[config.mk]
export PLATFORM = sky130hd
export DESIGN_NAME = meter_bus_record_deframer
export DESIGN_NICKNAME = d
export VERILOG_FILES = /design/src/rtl/mbrd_pkg.sv /design/src/rtl/mbrd_parser.sv /design/src/rtl/mbrd_decode.sv /design/src/rtl/meter_bus_record_deframer.sv
export SDC_FILE = /design/constraint.sdc
export NUM_CORES = 2
export LEC_CHECK = 0
export ABC_AREA = 1
export BUFFER_PORTS_ARGS = -buffer_cell sky130_fd_sc_hd__buf_2
export CORE_MARGIN = 4
export CORE_UTILIZATION = 64
export CTS_CLUSTER_DIAMETER = 200
export DETAILED_ROUTE_END_ITERATION = 7
export PLACE_DENSITY = 0.79
export SLEW_MARGIN = 10
export SYNTH_ARGS = -nofsm -noshare
export SYNTH_HDL_FRONTEND = slang
export SYNTH_SLANG_ARGS = --single-unit
[constraint.sdc]
create_clock -name clk -period 10.2 [get_ports clk]
set_input_delay 1.02 -clock clk [delete_from_list [all_inputs] [get_ports clk]]
set_output_delay 1.02 -clock clk [all_outputs]
set_load 0.02 [all_outputs]
[src/rtl/mbrd_pkg.sv]
// ---------------------------------------------------------------------------
// mbrd_pkg
// types, codes and small tables shared by the meter bus record deframer
// ---------------------------------------------------------------------------
`timescale 1ns / 1ps
`default_nettype none

package mbrd_pkg;

  // result status codes
  localparam logic [3:0] ST_RECORD     = 4'd0;
  localparam logic [3:0] ST_MANUF      = 4'd1;
  localparam logic [3:0] ST_MORE       = 4'd2;
  localparam logic [3:0] ST_END        = 4'd3;
  localparam logic [3:0] ST_TRUNC_DIFE = 4'd4;
  localparam logic [3:0] ST_MANY_DIFE  = 4'd5;
  localparam logic [3:0] ST_NO_VIF     = 4'd6;
  localparam logic [3:0] ST_NO_CLEN    = 4'd7;
  localparam logic [3:0] ST_LONG_CVIF  = 4'd8;
  localparam logic [3:0] ST_TRUNC_CVIF = 4'd9;
  localparam logic [3:0] ST_TRUNC_VIFE = 4'd10;
  localparam logic [3:0] ST_MANY_VIFE  = 4'd11;
  localparam logic [3:0] ST_NO_LVAR    = 4'd12;
  localparam logic [3:0] ST_BAD_LVAR   = 4'd13;
  localparam logic [3:0] ST_TRUNC_DATA = 4'd14;

  // value kinds
  localparam logic [3:0] VK_NONE  = 4'd0;
  localparam logic [3:0] VK_INT   = 4'd1;
  localparam logic [3:0] VK_BCD   = 4'd2;
  localparam logic [3:0] VK_REAL  = 4'd3;
  localparam logic [3:0] VK_DATE  = 4'd4;
  localparam logic [3:0] VK_ASCII = 4'd5;
  localparam logic [3:0] VK_LBCD  = 4'd6;
  localparam logic [3:0] VK_NBCD  = 4'd7;
  localparam logic [3:0] VK_BIN   = 4'd8;
  localparam logic [3:0] VK_LREAL = 4'd9;

  // special bytes
  localparam logic [7:0] FILL_BYTE  = 8'h2F;
  localparam logic [7:0] DIF_MANUF  = 8'h0F;
  localparam logic [7:0] DIF_MORE   = 8'h1F;
  localparam logic [3:0] CODE_LVAR  = 4'hD;
  localparam logic [6:0] VIF_CUSTOM = 7'h7C;

  // parsed event handed from the parser to the value decoder
  typedef struct packed {
    logic        has_result;
    logic        end_flag;
    logic        is_record;
    logic [3:0]  status;
    logic [7:0]  offset;
    logic [7:0]  dif;
    logic [32:0] storage;
    logic [15:0] tariff;
    logic [7:0]  subunit;
    logic [7:0]  vif;
    logic [14:0] key;
    logic [7:0]  lvar;
    logic [7:0]  len;
    logic [63:0] value;
    logic [63:0] bcd;
  } ev_t;

  function automatic logic [63:0] pow10(input logic [3:0] e);
    logic [63:0] p;
    case (e)
      4'd0:    p = 64'd1;
      4'd1:    p = 64'd10;
      4'd2:    p = 64'd100;
      4'd3:    p = 64'd1000;
      4'd4:    p = 64'd10000;
      4'd5:    p = 64'd100000;
      4'd6:    p = 64'd1000000;
      4'd7:    p = 64'd10000000;
      4'd8:    p = 64'd100000000;
      4'd9:    p = 64'd1000000000;
      4'd10:   p = 64'd10000000000;
      4'd11:   p = 64'd100000000000;
      4'd12:   p = 64'd1000000000000;
      4'd13:   p = 64'd10000000000000;
      4'd14:   p = 64'd100000000000000;
      default: p = 64'd1000000000000000;
    endcase
    return p;
  endfunction

endpackage

`default_nettype wire

[src/rtl/mbrd_parser.sv]
// ---------------------------------------------------------------------------
// mbrd_parser
// per-byte record parser: header state, accumulators, event register
// ---------------------------------------------------------------------------
`timescale 1ns / 1ps
`default_nettype none

module mbrd_parser #(
  parameter int MAX_PAYLOAD    = 256,
  parameter int MAX_EXT_BYTES  = 8,
  parameter int MAX_CUSTOM_VIF = 128
) (
  input  wire               clk,
  input  wire               rst,
  input  wire               advance,
  input  wire               take,
  input  wire  [7:0]        data_byte,
  input  wire               last_byte,
  output mbrd_pkg::ev_t     ev
);
  import mbrd_pkg::*;

  localparam int OFFSET_CAP = (MAX_PAYLOAD - 1 < 255) ? MAX_PAYLOAD - 1 : 255;

  typedef enum logic [7:0] {
    PH_DIF   = 8'b0000_0001,
    PH_DIFE  = 8'b0000_0010,
    PH_VIF   = 8'b0000_0100,
    PH_CLEN  = 8'b0000_1000,
    PH_CSKIP = 8'b0001_0000,
    PH_VIFE  = 8'b0010_0000,
    PH_LVAR  = 8'b0100_0000,
    PH_DATA  = 8'b1000_0000
  } phase_t;

  phase_t      phase, phase_next;
  logic [7:0]  byte_offset, start_offset, start_offset_next;
  logic [7:0]  dif_hold, dif_hold_next, vif_hold, vif_hold_next;
  logic [3:0]  dife_count, dife_count_next, vife_count, vife_count_next;
  logic [32:0] storage_acc, storage_acc_next;
  logic [15:0] tariff_acc, tariff_acc_next;
  logic [7:0]  subunit_acc, subunit_acc_next;
  logic [14:0] key_hold, key_hold_next;
  logic [7:0]  bytes_left, bytes_left_next, lvar_hold, lvar_hold_next;
  logic [63:0] value_acc, value_acc_next, bcd_acc, bcd_acc_next;
  logic        halted, halted_next;
  ev_t         ev_next;

  function automatic logic [7:0] data_len(input logic [7:0] d, input logic [7:0] l);
    logic [7:0] n;
    if (d[3:0] == CODE_LVAR) begin
      if (l <= 8'hBF)      n = l;
      else if (l <= 8'hCF) n = l - 8'hC0;
      else if (l <= 8'hDF) n = l - 8'hD0;
      else if (l <= 8'hEF) n = l - 8'hE0;
      else if (l <= 8'hF4) n = {l[5:0] - 6'h2C, 2'b00};
      else if (l == 8'hF5) n = 8'd48;
      else if (l == 8'hF6) n = 8'd64;
      else                 n = 8'd0;
    end else begin
      case (d[3:0])
        4'h1, 4'h9: n = 8'd1;
        4'h2, 4'hA: n = 8'd2;
        4'h3, 4'hB: n = 8'd3;
        4'h4, 4'h5, 4'hC: n = 8'd4;
        4'h6, 4'hE: n = 8'd6;
        4'h7: n = 8'd8;
        default: n = 8'd0;
      endcase
    end
    return n;
  endfunction

  always_comb begin
    logic        go_next, go_done, do_ac, do_av, do_sd, err;
    logic [3:0]  code;
    logic [7:0]  dl, idx;
    logic [63:0] wide;
    logic [7:0]  dig;
    phase_t      np;
    go_next = 1'b0; go_done = 1'b0; do_ac = 1'b0; do_av = 1'b0; do_sd = 1'b0;
    err = 1'b0; code = ST_RECORD; dl = 8'd0; idx = 8'd0; wide = '0; dig = 8'd0;
    np = PH_DIF;
    phase_next        = phase;
    start_offset_next = start_offset;
    dif_hold_next     = dif_hold;
    vif_hold_next     = vif_hold;
    dife_count_next   = dife_count;
    vife_count_next   = vife_count;
    storage_acc_next  = storage_acc;
    tariff_acc_next   = tariff_acc;
    subunit_acc_next  = subunit_acc;
    key_hold_next     = key_hold;
    bytes_left_next   = bytes_left;
    lvar_hold_next    = lvar_hold;
    value_acc_next    = value_acc;
    bcd_acc_next      = bcd_acc;
    halted_next       = halted;
    ev_next           = '0;

    if (!halted) begin
      case (phase)
        PH_DIF: begin
          if (data_byte != FILL_BYTE) begin
            start_offset_next = byte_offset;
            dif_hold_next     = data_byte;
            vif_hold_next     = 8'd0;
            key_hold_next     = '0;
            lvar_hold_next    = 8'd0;
            value_acc_next    = '0;
            bcd_acc_next      = '0;
            dife_count_next   = 4'd0;
            vife_count_next   = 4'd0;
            bytes_left_next   = 8'd0;
            tariff_acc_next   = '0;
            subunit_acc_next  = '0;
            storage_acc_next  = {32'd0, data_byte[6]};
            if (data_byte == DIF_MANUF || data_byte == DIF_MORE) begin
              err  = 1'b1;
              code = (data_byte == DIF_MANUF) ? ST_MANUF : ST_MORE;
            end else begin
              go_next = 1'b1;
              np = data_byte[7] ? PH_DIFE : PH_VIF;
            end
          end
        end
        PH_DIFE: begin
          if (dife_count < 4'd10) begin
            wide = {60'd0, data_byte[3:0]} << (6'd1 + {dife_count, 2'b00});
            storage_acc_next = storage_acc | wide[32:0];
            wide = {62'd0, data_byte[5:4]} << {dife_count, 1'b0};
            tariff_acc_next = tariff_acc | wide[15:0];
            wide = {63'd0, data_byte[6]} << dife_count;
            subunit_acc_next = subunit_acc | wide[7:0];
          end
          dife_count_next = dife_count + 4'd1;
          if ({1'b0, dife_count} + 5'd1 > 5'(MAX_EXT_BYTES)) begin
            err = 1'b1; code = ST_MANY_DIFE;
          end else begin
            go_next = 1'b1;
            np = data_byte[7] ? PH_DIFE : PH_VIF;
          end
        end
        PH_VIF: begin
          vif_hold_next = data_byte;
          key_hold_next = {8'd0, data_byte[6:0]};
          if (data_byte[6:0] == VIF_CUSTOM) begin
            go_next = 1'b1; np = PH_CLEN;
          end else begin
            do_ac = 1'b1;
          end
        end
        PH_CLEN: begin
          if ({1'b0, data_byte} > 9'(MAX_CUSTOM_VIF)) begin
            err = 1'b1; code = ST_LONG_CVIF;
          end else if (data_byte == 8'd0) begin
            do_ac = 1'b1;
          end else begin
            bytes_left_next = data_byte;
            go_next = 1'b1; np = PH_CSKIP;
          end
        end
        PH_CSKIP: begin
          bytes_left_next = (bytes_left != 8'd0) ? bytes_left - 8'd1 : 8'd0;
          if (bytes_left_next != 8'd0) begin
            go_next = 1'b1; np = PH_CSKIP;
          end else begin
            do_ac = 1'b1;
          end
        end
        PH_VIFE: begin
          if (vife_count == 4'd0 && (vif_hold == 8'hFB || vif_hold == 8'hFC ||
              vif_hold == 8'hFD || vif_hold == 8'hEF || vif_hold == 8'hFF)) begin
            key_hold_next = {vif_hold[6:0], 1'b0, data_byte[6:0]};
          end
          vife_count_next = vife_count + 4'd1;
          if ({1'b0, vife_count} + 5'd1 > 5'(MAX_EXT_BYTES)) begin
            err = 1'b1; code = ST_MANY_VIFE;
          end else if (data_byte[7]) begin
            go_next = 1'b1; np = PH_VIFE;
          end else begin
            do_av = 1'b1;
          end
        end
        PH_LVAR: begin
          if (data_byte >= 8'hF7) begin
            err = 1'b1; code = ST_BAD_LVAR;
          end else begin
            lvar_hold_next = data_byte;
            do_sd = 1'b1;
          end
        end
        PH_DATA: begin
          idx = data_len(dif_hold, lvar_hold) - bytes_left;
          if (idx < 8'd8) begin
            wide = {56'd0, data_byte} << {idx[2:0], 3'b000};
            value_acc_next = value_acc | wide;
            dig = 8'(data_byte[7:4] * 4'd10) + {4'd0, data_byte[3:0]};
            bcd_acc_next = bcd_acc + 64'(dig * pow10({idx[2:0], 1'b0}));
          end
          bytes_left_next = bytes_left - 8'd1;
          if (bytes_left_next != 8'd0) begin
            go_next = 1'b1; np = PH_DATA;
          end else begin
            go_done = 1'b1;
          end
        end
        default: phase_next = PH_DIF;
      endcase

      // routing after the custom vif and vife sections
      if (do_ac) begin
        if (vif_hold_next[7]) begin
          go_next = 1'b1; np = PH_VIFE;
        end else begin
          do_av = 1'b1;
        end
      end
      if (do_av) begin
        if (dif_hold_next[3:0] == CODE_LVAR) begin
          go_next = 1'b1; np = PH_LVAR;
        end else begin
          do_sd = 1'b1;
        end
      end
      if (do_sd) begin
        dl = data_len(dif_hold_next, lvar_hold_next);
        value_acc_next  = '0;
        bcd_acc_next    = '0;
        bytes_left_next = dl;
        if (dl != 8'd0) begin
          go_next = 1'b1; np = PH_DATA;
        end else begin
          go_done = 1'b1;
        end
      end

      if (go_done) begin
        phase_next         = PH_DIF;
        ev_next.has_result = 1'b1;
        ev_next.is_record  = 1'b1;
        ev_next.status     = ST_RECORD;
        ev_next.offset     = start_offset_next;
        ev_next.dif        = dif_hold_next;
        ev_next.storage    = storage_acc_next;
        ev_next.tariff     = tariff_acc_next;
        ev_next.subunit    = subunit_acc_next;
        ev_next.vif        = vif_hold_next;
        ev_next.key        = key_hold_next;
        ev_next.lvar       = lvar_hold_next;
        ev_next.len        = data_len(dif_hold_next, lvar_hold_next);
        ev_next.value      = value_acc_next;
        ev_next.bcd        = bcd_acc_next;
      end else if (go_next) begin
        phase_next = np;
        if (last_byte) begin
          err = 1'b1;
          case (np)
            PH_DIFE:  code = ST_TRUNC_DIFE;
            PH_VIF:   code = ST_NO_VIF;
            PH_CLEN:  code = ST_NO_CLEN;
            PH_CSKIP: code = ST_TRUNC_CVIF;
            PH_VIFE:  code = ST_TRUNC_VIFE;
            PH_LVAR:  code = ST_NO_LVAR;
            default:  code = ST_TRUNC_DATA;
          endcase
        end
      end

      if (err) begin
        ev_next            = '0;
        ev_next.has_result = 1'b1;
        ev_next.status     = code;
        ev_next.offset     = start_offset_next;
        ev_next.dif        = dif_hold_next;
        ev_next.vif        = vif_hold_next;
        halted_next        = 1'b1;
      end
    end

    // payload end closes everything
    if (last_byte) begin
      if (!ev_next.has_result) begin
        ev_next            = '0;
        ev_next.has_result = 1'b1;
        ev_next.status     = ST_END;
      end
      ev_next.end_flag = 1'b1;
    end
  end

  always_ff @(posedge clk) begin
    if (rst) begin
      phase        <= PH_DIF;
      byte_offset  <= 8'd0;
      start_offset <= 8'd0;
      dif_hold     <= 8'd0;
      vif_hold     <= 8'd0;
      dife_count   <= 4'd0;
      vife_count   <= 4'd0;
      storage_acc  <= '0;
      tariff_acc   <= '0;
      subunit_acc  <= '0;
      key_hold     <= '0;
      bytes_left   <= 8'd0;
      lvar_hold    <= 8'd0;
      value_acc    <= '0;
      bcd_acc      <= '0;
      halted       <= 1'b0;
      ev           <= '0;
    end else if (advance) begin
      ev <= take ? ev_next : '0;
      if (take) begin
        if (last_byte) begin
          phase        <= PH_DIF;
          byte_offset  <= 8'd0;
          start_offset <= 8'd0;
          dif_hold     <= 8'd0;
          vif_hold     <= 8'd0;
          dife_count   <= 4'd0;
          vife_count   <= 4'd0;
          storage_acc  <= '0;
          tariff_acc   <= '0;
          subunit_acc  <= '0;
          key_hold     <= '0;
          bytes_left   <= 8'd0;
          lvar_hold    <= 8'd0;
          value_acc    <= '0;
          bcd_acc      <= '0;
          halted       <= 1'b0;
        end else begin
          phase        <= phase_next;
          if ({1'b0, byte_offset} < 9'(OFFSET_CAP)) begin
            byte_offset <= byte_offset + 8'd1;
          end
          start_offset <= start_offset_next;
          dif_hold     <= dif_hold_next;
          vif_hold     <= vif_hold_next;
          dife_count   <= dife_count_next;
          vife_count   <= vife_count_next;
          storage_acc  <= storage_acc_next;
          tariff_acc   <= tariff_acc_next;
          subunit_acc  <= subunit_acc_next;
          key_hold     <= key_hold_next;
          bytes_left   <= bytes_left_next;
          lvar_hold    <= lvar_hold_next;
          value_acc    <= value_acc_next;
          bcd_acc      <= bcd_acc_next;
          halted       <= halted_next;
        end
      end
    end
  end

endmodule

`default_nettype wire

[src/rtl/mbrd_decode.sv]
// ---------------------------------------------------------------------------
// mbrd_decode
// turns a parsed record into its value kind and 64-bit raw value
// ---------------------------------------------------------------------------
`timescale 1ns / 1ps
`default_nettype none

module mbrd_decode (
  input  wire mbrd_pkg::ev_t ev,
  output logic [3:0]         value_kind,
  output logic [63:0]        value_bits
);
  import mbrd_pkg::*;

  logic [3:0]  low;
  logic [6:0]  sh;
  logic [5:0]  top_pos;
  logic [63:0] top_word;
  logic [63:0] bcd_fix;

  assign low      = ev.dif[3:0];
  assign sh       = 7'd64 - {ev.len[3:0], 3'b000};
  assign top_pos  = 6'({ev.len[3:0], 3'b000} - 7'd4);
  assign top_word = ev.value >> top_pos;
  // drop the sign nibble that was summed as fifteen
  assign bcd_fix  = ev.bcd - 64'(64'd15 * pow10(4'({ev.len[2:0], 1'b0} - 4'd1)));

  always_comb begin
    value_kind = VK_NONE;
    value_bits = '0;
    if (ev.is_record) begin
      if (low == CODE_LVAR) begin
        if (ev.lvar <= 8'hBF) begin
          value_kind = VK_ASCII;
        end else if (ev.lvar <= 8'hCF) begin
          value_kind = VK_LBCD;
          if (ev.len <= 8'd8) value_bits = ev.bcd;
        end else if (ev.lvar <= 8'hDF) begin
          value_kind = VK_NBCD;
          if (ev.len <= 8'd8) value_bits = 64'd0 - ev.bcd;
        end else if (ev.lvar <= 8'hEF) begin
          value_kind = VK_BIN;
          if (ev.len <= 8'd7) value_bits = ev.value;
        end else if (ev.lvar == 8'hF4) begin
          value_kind = VK_REAL;
          value_bits = {32'd0, ev.value[31:0]};
        end else begin
          value_kind = VK_LREAL;
        end
      end else if (ev.key == 15'h6C || ev.key == 15'h6D) begin
        value_kind = VK_DATE;
        value_bits = ev.value;
      end else begin
        case (low) inside
          4'h1, 4'h2, 4'h3, 4'h4, 4'h6, 4'h7: begin
            value_kind = VK_INT;
            value_bits = 64'($signed(ev.value << sh) >>> sh);
          end
          4'h9, 4'hA, 4'hB, 4'hC, 4'hE: begin
            value_kind = VK_BCD;
            value_bits = (top_word[3:0] == 4'hF) ? 64'd0 - bcd_fix : ev.bcd;
          end
          4'h5: begin
            value_kind = VK_REAL;
            value_bits = {32'd0, ev.value[31:0]};
          end
          default: value_kind = VK_NONE;
        endcase
      end
    end
  end

endmodule

`default_nettype wire

[src/rtl/meter_bus_record_deframer.sv]
// ---------------------------------------------------------------------------
// meter_bus_record_deframer
// parses m-bus application payload records one byte per transaction
// ---------------------------------------------------------------------------
// Takes one payload byte per cycle on the slave stream (tlast marks the final
// byte) and returns one result transaction per complete record, special DIF
// (0x0F/0x1F), error, or payload end. On the way to the output the parser
// registers an event, the decoder turns it into the value and the result
// register holds it. The pipe advances whenever the result register is empty
// or being taken, so a new byte is accepted every cycle while the result side
// is not stalling. BCD values are summed digit pair by digit pair as the data
// bytes arrive, so no long multiply-add chain sits in one cycle.
`timescale 1ns / 1ps
`default_nettype none

module meter_bus_record_deframer #(
  parameter int MAX_PAYLOAD    = 256,
  parameter int MAX_EXT_BYTES  = 8,
  parameter int MAX_CUSTOM_VIF = 128
) (
  input  wire          clk,
  input  wire          rst,
  input  wire          s_tvalid,
  output logic         s_tready,
  input  wire  [7:0]   s_tdata,   // data_byte
  input  wire          s_tlast,   // last_byte
  output logic         m_tvalid,
  input  wire          m_tready,
  // status, record offset, dif, storage number, tariff number,
  // subunit number, vif raw, vif key, value kind, value bits, byte count
  output logic [175:0] m_tdata,
  output logic         m_tlast    // end_flag
);
  import mbrd_pkg::*;

  logic       advance;
  ev_t        ev;
  logic [3:0]  value_kind;
  logic [63:0] value_bits;

  // whole pipe moves when the result slot is free or being taken
  assign advance  = !m_tvalid || m_tready;
  assign s_tready = advance;

  mbrd_parser #(
    .MAX_PAYLOAD    (MAX_PAYLOAD),
    .MAX_EXT_BYTES  (MAX_EXT_BYTES),
    .MAX_CUSTOM_VIF (MAX_CUSTOM_VIF)
  ) u_parser (
    .clk       (clk),
    .rst       (rst),
    .advance   (advance),
    .take      (s_tvalid && advance),
    .data_byte (s_tdata),
    .last_byte (s_tlast),
    .ev        (ev)
  );

  mbrd_decode u_decode (
    .ev         (ev),
    .value_kind (value_kind),
    .value_bits (value_bits)
  );

  // result register
  always_ff @(posedge clk) begin
    if (rst) begin
      m_tvalid <= 1'b0;
    end else if (advance) begin
      m_tvalid <= ev.has_result;
    end
  end

  always_ff @(posedge clk) begin
    if (advance) begin
      m_tdata <= {(ev.is_record ? ev.len : 8'd0), value_bits, value_kind, ev.key,
                  ev.vif, ev.subunit, ev.tariff, ev.storage, ev.dif, ev.offset,
                  ev.status};
      m_tlast <= ev.end_flag;
    end
  end

endmodule

`default_nettype wire
==> results.md <==
Worst setup path:
- At the worst endpoint, the arrival time is between 9 and 10 ns.
- The endpoint of the most critical setup path is u_parser.bcd_acc[44].
- The setup path with the least slack is of type reg -> reg.
- On the critical path, the stage with the largest delay is an instance of o211ai_1.
- The worst flop-to-flop path startpoint is u_parser.lvar_hold[4].
- The capturing point of the worst reg2reg path is u_parser.bcd_acc[44].
- The minimum setup slack among reg-to-reg paths is 0.75 ns.
- The top cell family by delay on the critical path is adder cells.
- Counting buffers and inverters, the worst setup path is 38 cells deep.
- In this run the worst path has a maximum fanout of 14.
- On the worst path, the slowest cell contributes a delay of 0.52 ns.
- The kind of capture point of the worst setup path is a flop.
- The worst reg2reg path depth is 38.
- Data on the critical path is required at its endpoint by ~11 ns.
- Among the stages of the critical path, the cell type that occurs most often is inv_1.
- The launch point of the worst path is u_parser.lvar_hold[4].
- The critical path contains buffers and inverters numbering 8 combined.
- The startpoint kind of the worst setup timing path is a flop.

Logic synthesis:
- The share of the yosys chip area belonging to registers is 26.7%.
- In the synthesized netlist the async set-or-reset flop fraction comes to 0%.
- The synthesized netlist devotes 1.60% of its cell area to XOR and XNOR gates.
- The combinational family with the most area after synthesis is simple AND/OR/NAND/NOR gates.
- The area fraction in and, or, nand and nor cells after synthesis is 22.5%.
- The count of yosys warnings during synthesis is 0.
- After synthesis, the share of cell area in mux cells is 0.107%.
- The synthesized flop and latch total is 694.
- After technology mapping, the gate count stands at 8487.
- The synthesized netlist devotes between 10% and 20% of its cell area to adder and majority cells.
- In this run, distinct cell masters in the synthesized netlist total between 60 and 70.
- After synthesis the cells add up to about 0.06 mm².
- Summing the areas of all compound-gate instances in the mapped netlist gives around 21% of the synthesized area.
- A synthesized cell averages 6.91 µm².
- The number of nets in the synthesized netlist is 9147.
- The most used flip-flop cell after synthesis is dfxtp_1.
- Counting flops with a built-in enable in the synthesized netlist gives 177.

Status:
- The flow ran to the end, but the final reports show violations.
- The checks that failed: design-rule violations.

Detailed routing:
- The mean routed wirelength per cell is 23.9 µm.
- The first-pass detailed-route iteration total is 8.
- The remaining antenna violation count after routing is 0.
- The number of design-rule violations left by the first detailed-router iteration is 9816.
- The via density per instance is between 6 and 7.
- The routed via count is 62400.
- The total wirelength of the detailed-routed design is 231 mm.
- For this run, design rule violations remaining after detail routing come to 7.

Global route:
- The first global-routing pass estimated between 300 and 400 mm of wire.
- Global routing used between 50% and 60% of the available met1 tracks.
- In this run the most used layer during global routing was met2.
- Entering global routing, the biggest net connects 199 pins.
- The initial antenna violation count came to 15.
- The via count of the first global-routing pass was around 58000.
- The met2 layer usage reported by global route is 66.0%.
- The global route total overflow is 0.
- For this run, global-route usage on met3 was measured as 14.8%.
- In the global route stage, overall resource usage came out at 45.8%.

Finish:
- The layout cell share with drive strength beyond 1 is 5.99%.
- The library cells used most frequently in the layout, excluding fill and tap cells, are nand2_1 (2059), inv_1 (1088), a21oi_1 (1009), o21ai_0 (721), nor2_1 (658).
- The library cell used most frequently in the layout, excluding fill and tap cells, is nand2_1.
- The filler-free cell count of the finished design is 9643.
- The number of nets in the layout is 9058.
- Compared with the post-synthesis result, the final layout area differs by 6.94%.

Clock network:
- The cell at the root of the clock tree is clkbuf_16.
- The total CTS buffers is between 70 and 80.
- The buffer depth of the longest clock path is 3.
- In this run, post-CTS hold repair placed 0 buffers.
- The H-tree was split into 3 levels.
- Clock-pin slew was measured on the worst setup and hold paths at around 0.07 ns.
- The later pin in the worst-skew pair is clocked with a latency of 0.68 ns.
- The clock tree from TritonCTS is yes.
- The clock sink count is between 600 and 700.

Die:
- The height of the die is 311 µm.
- The core region is 0.0904 mm².
- The die span in x is 311 µm.
- The full die area is a little under 0.1 mm².
- The initial cell density of the core is between 60% and 70%.
- Row generation in the floorplan step produced 110 rows.
- The top-level port count is 192.

Placed design:
- The post-placement worst setup slack is 0.640 ns.
- Detailed placement finished with a half-perimeter wire length of 171 mm.
- The placer congestion estimate is 1.13.
- The count of input and output buffers is between 150 and 200.
- The post-placement cell count is 9493.

STA:
- The final count of hold timing violations came to 0.
- The period utilization is between 90% and 100%.
- Setup repair after global routing left no endpoint under its margin.
- Headroom to the max-slew limit came out at 15.3%.
- The shortest period the worst path allows is about 9.4 ns.
- Once routing completed, OpenROAD measured the worst setup slack at between 0.7 and 0.8 ns.
- The max-slew violation total from the final report was 0.
- The slew at the pin closest to its max-slew limit is 1.26 ns.
- The sum of negative setup slack is 0 ns.
- Based on the critical path, the design can be clocked at up to 106 MHz.
- Between clock sinks in the finished design, the worst skew comes to 0.0617 ns.
- The total of endpoints with negative setup slack in the final report is 0.

Job:
- The total of max-cap violations is 0.

Power and ir drop:
- For this design the static power due to leakage is 0.0262 µW.
- The total power consumption of the routed design is 9090 µW.
- Power spread over the standard cell area amounts to around 140 mW/mm².
- The maximum resistive drop on vdd is 0.000170 V.

Min path:
- In this run the worst hold path is classified as reg -> reg.
[registers in the layout, indices dropped and copies added (netlist names), named ones only]
signal	cells
u_parser.vif_hold	8
m_tvalid	1
u_parser.tariff_acc	16
u_parser.bcd_acc	64
u_parser.ev	247
u_parser.halted	1
u_parser.vife_count	4
m_tlast	1
u_parser.key_hold	15
u_parser.storage_acc	33
u_parser.dife_count	4
u_parser.phase	8
u_parser.dif_hold	8
u_parser.byte_offset	8
m_tdata	176
u_parser.value_acc	64
u_parser.start_offset	8
u_parser.lvar_hold	8
u_parser.subunit_acc	8
u_parser.bytes_left	8
[logic make-up after synthesis]
logic type	after synthesis
simple gates	3260
compound gates	2194
buf+inv	1579
flops	694
fa+ha+maj	647
xor+xnor	107
mux	6
[power by group]
group,switching (µW),internal [µW]
clock,1220,1550
combinational,2350,1050
sequential,36.7,2870
total,3610,5470
[metal layers]
metal  part of all wire, %  wire length, µm
met1                    36            84000
met2                    41            94000
met3                    15            34400
met5                 0.053              123
met4                   7.9            18200
[Yosys cell counts (7+ instances only)]
master     number  area [µm²]
nand2_1      2064        7750
inv_1        1096        4110
a21oi_1      1010        5050
o21ai_0       725        3630
nor2_1        666        2500
dfxtp_1       517       10300
clkbuf_1      396        1490
fa_1          342        6850
nand3_1       307        1540
ha_1          305        3820
edfxtp_1      177        5320
o211ai_1      147        1100
a31oi_1        80         500
nor3_1         79         395
xor2_1         69         604
nand4_1        57         357
xnor2_1        38         333
o221ai_1       35         307
buf_1          31         116
o22ai_1        31         194
or2_2          28         175
o2111ai_1      24         210
nor4_1         23         144
o21a_1         19         143
a22oi_1        18         135
a211oi_1       17         128
buf_2          15        75.1
buf_4          15         113
inv_2          14        52.6
o21bai_1       14         105
a21o_1         13        97.6
o31ai_1        11        82.6
a221oi_1        9        78.8
clkinv_1        9        33.8
o311ai_0        8        70.1
a21boi_0        7        52.6
[area by class of cell]
type,instances,area (µm²)
inverters,1119,4220
clock buffers,97,2090
clock inverters,40,425
diodes,9,22.5
well taps,1176,1470
fillers,7633,27700
multi-input cells,6214,37000
flip-flops and latches,694,15700
repair buffers,294,1760
[stage by stage]
step | hold WS (ns) | utilization [%] | instance area [µm²]
CTS | 0.430 | 69.3 | 62600
global placement | 0.412 | 66.5 | 60100
floorplan | 0.409 | - | 58600
detailed placement | 0.414 | 66.5 | 60100
global route | 0.436 | 69.3 | 62700
finish | 0.428 | 69.3 | 62700
[repair_timing]
| action | in CTS | in global routing |
|---|---|---|
| setup endpoints to repair | 0 | 26 |
| resized for setup | 0 | 7 |
| buffers inserted | 0 | 4 |
| hold endpoints to repair | 0 | 0 |
[worst min path at each step]
| stage | startpoint | endpoint | slack, ns | cells past startpoint |
|---|---|---|---|---|
| finish | u_parser.ev[172] | m_tdata[74] | 0.43 | 0 |
| global route | u_parser.ev[172] | m_tdata[74] | 0.44 | 0 |
| CTS | u_parser.ev[172] | m_tdata[74] | 0.43 | 0 |
| detailed placement | u_parser.ev[212] | m_tdata[41] | 0.41 | 0 |
| global placement | u_parser.ev[209] | m_tdata[38] | 0.41 | 0 |
| floorplan | u_parser.ev[240] | m_tdata[0] | 0.41 | 0 |
Power figures use the tool's default switching activity.
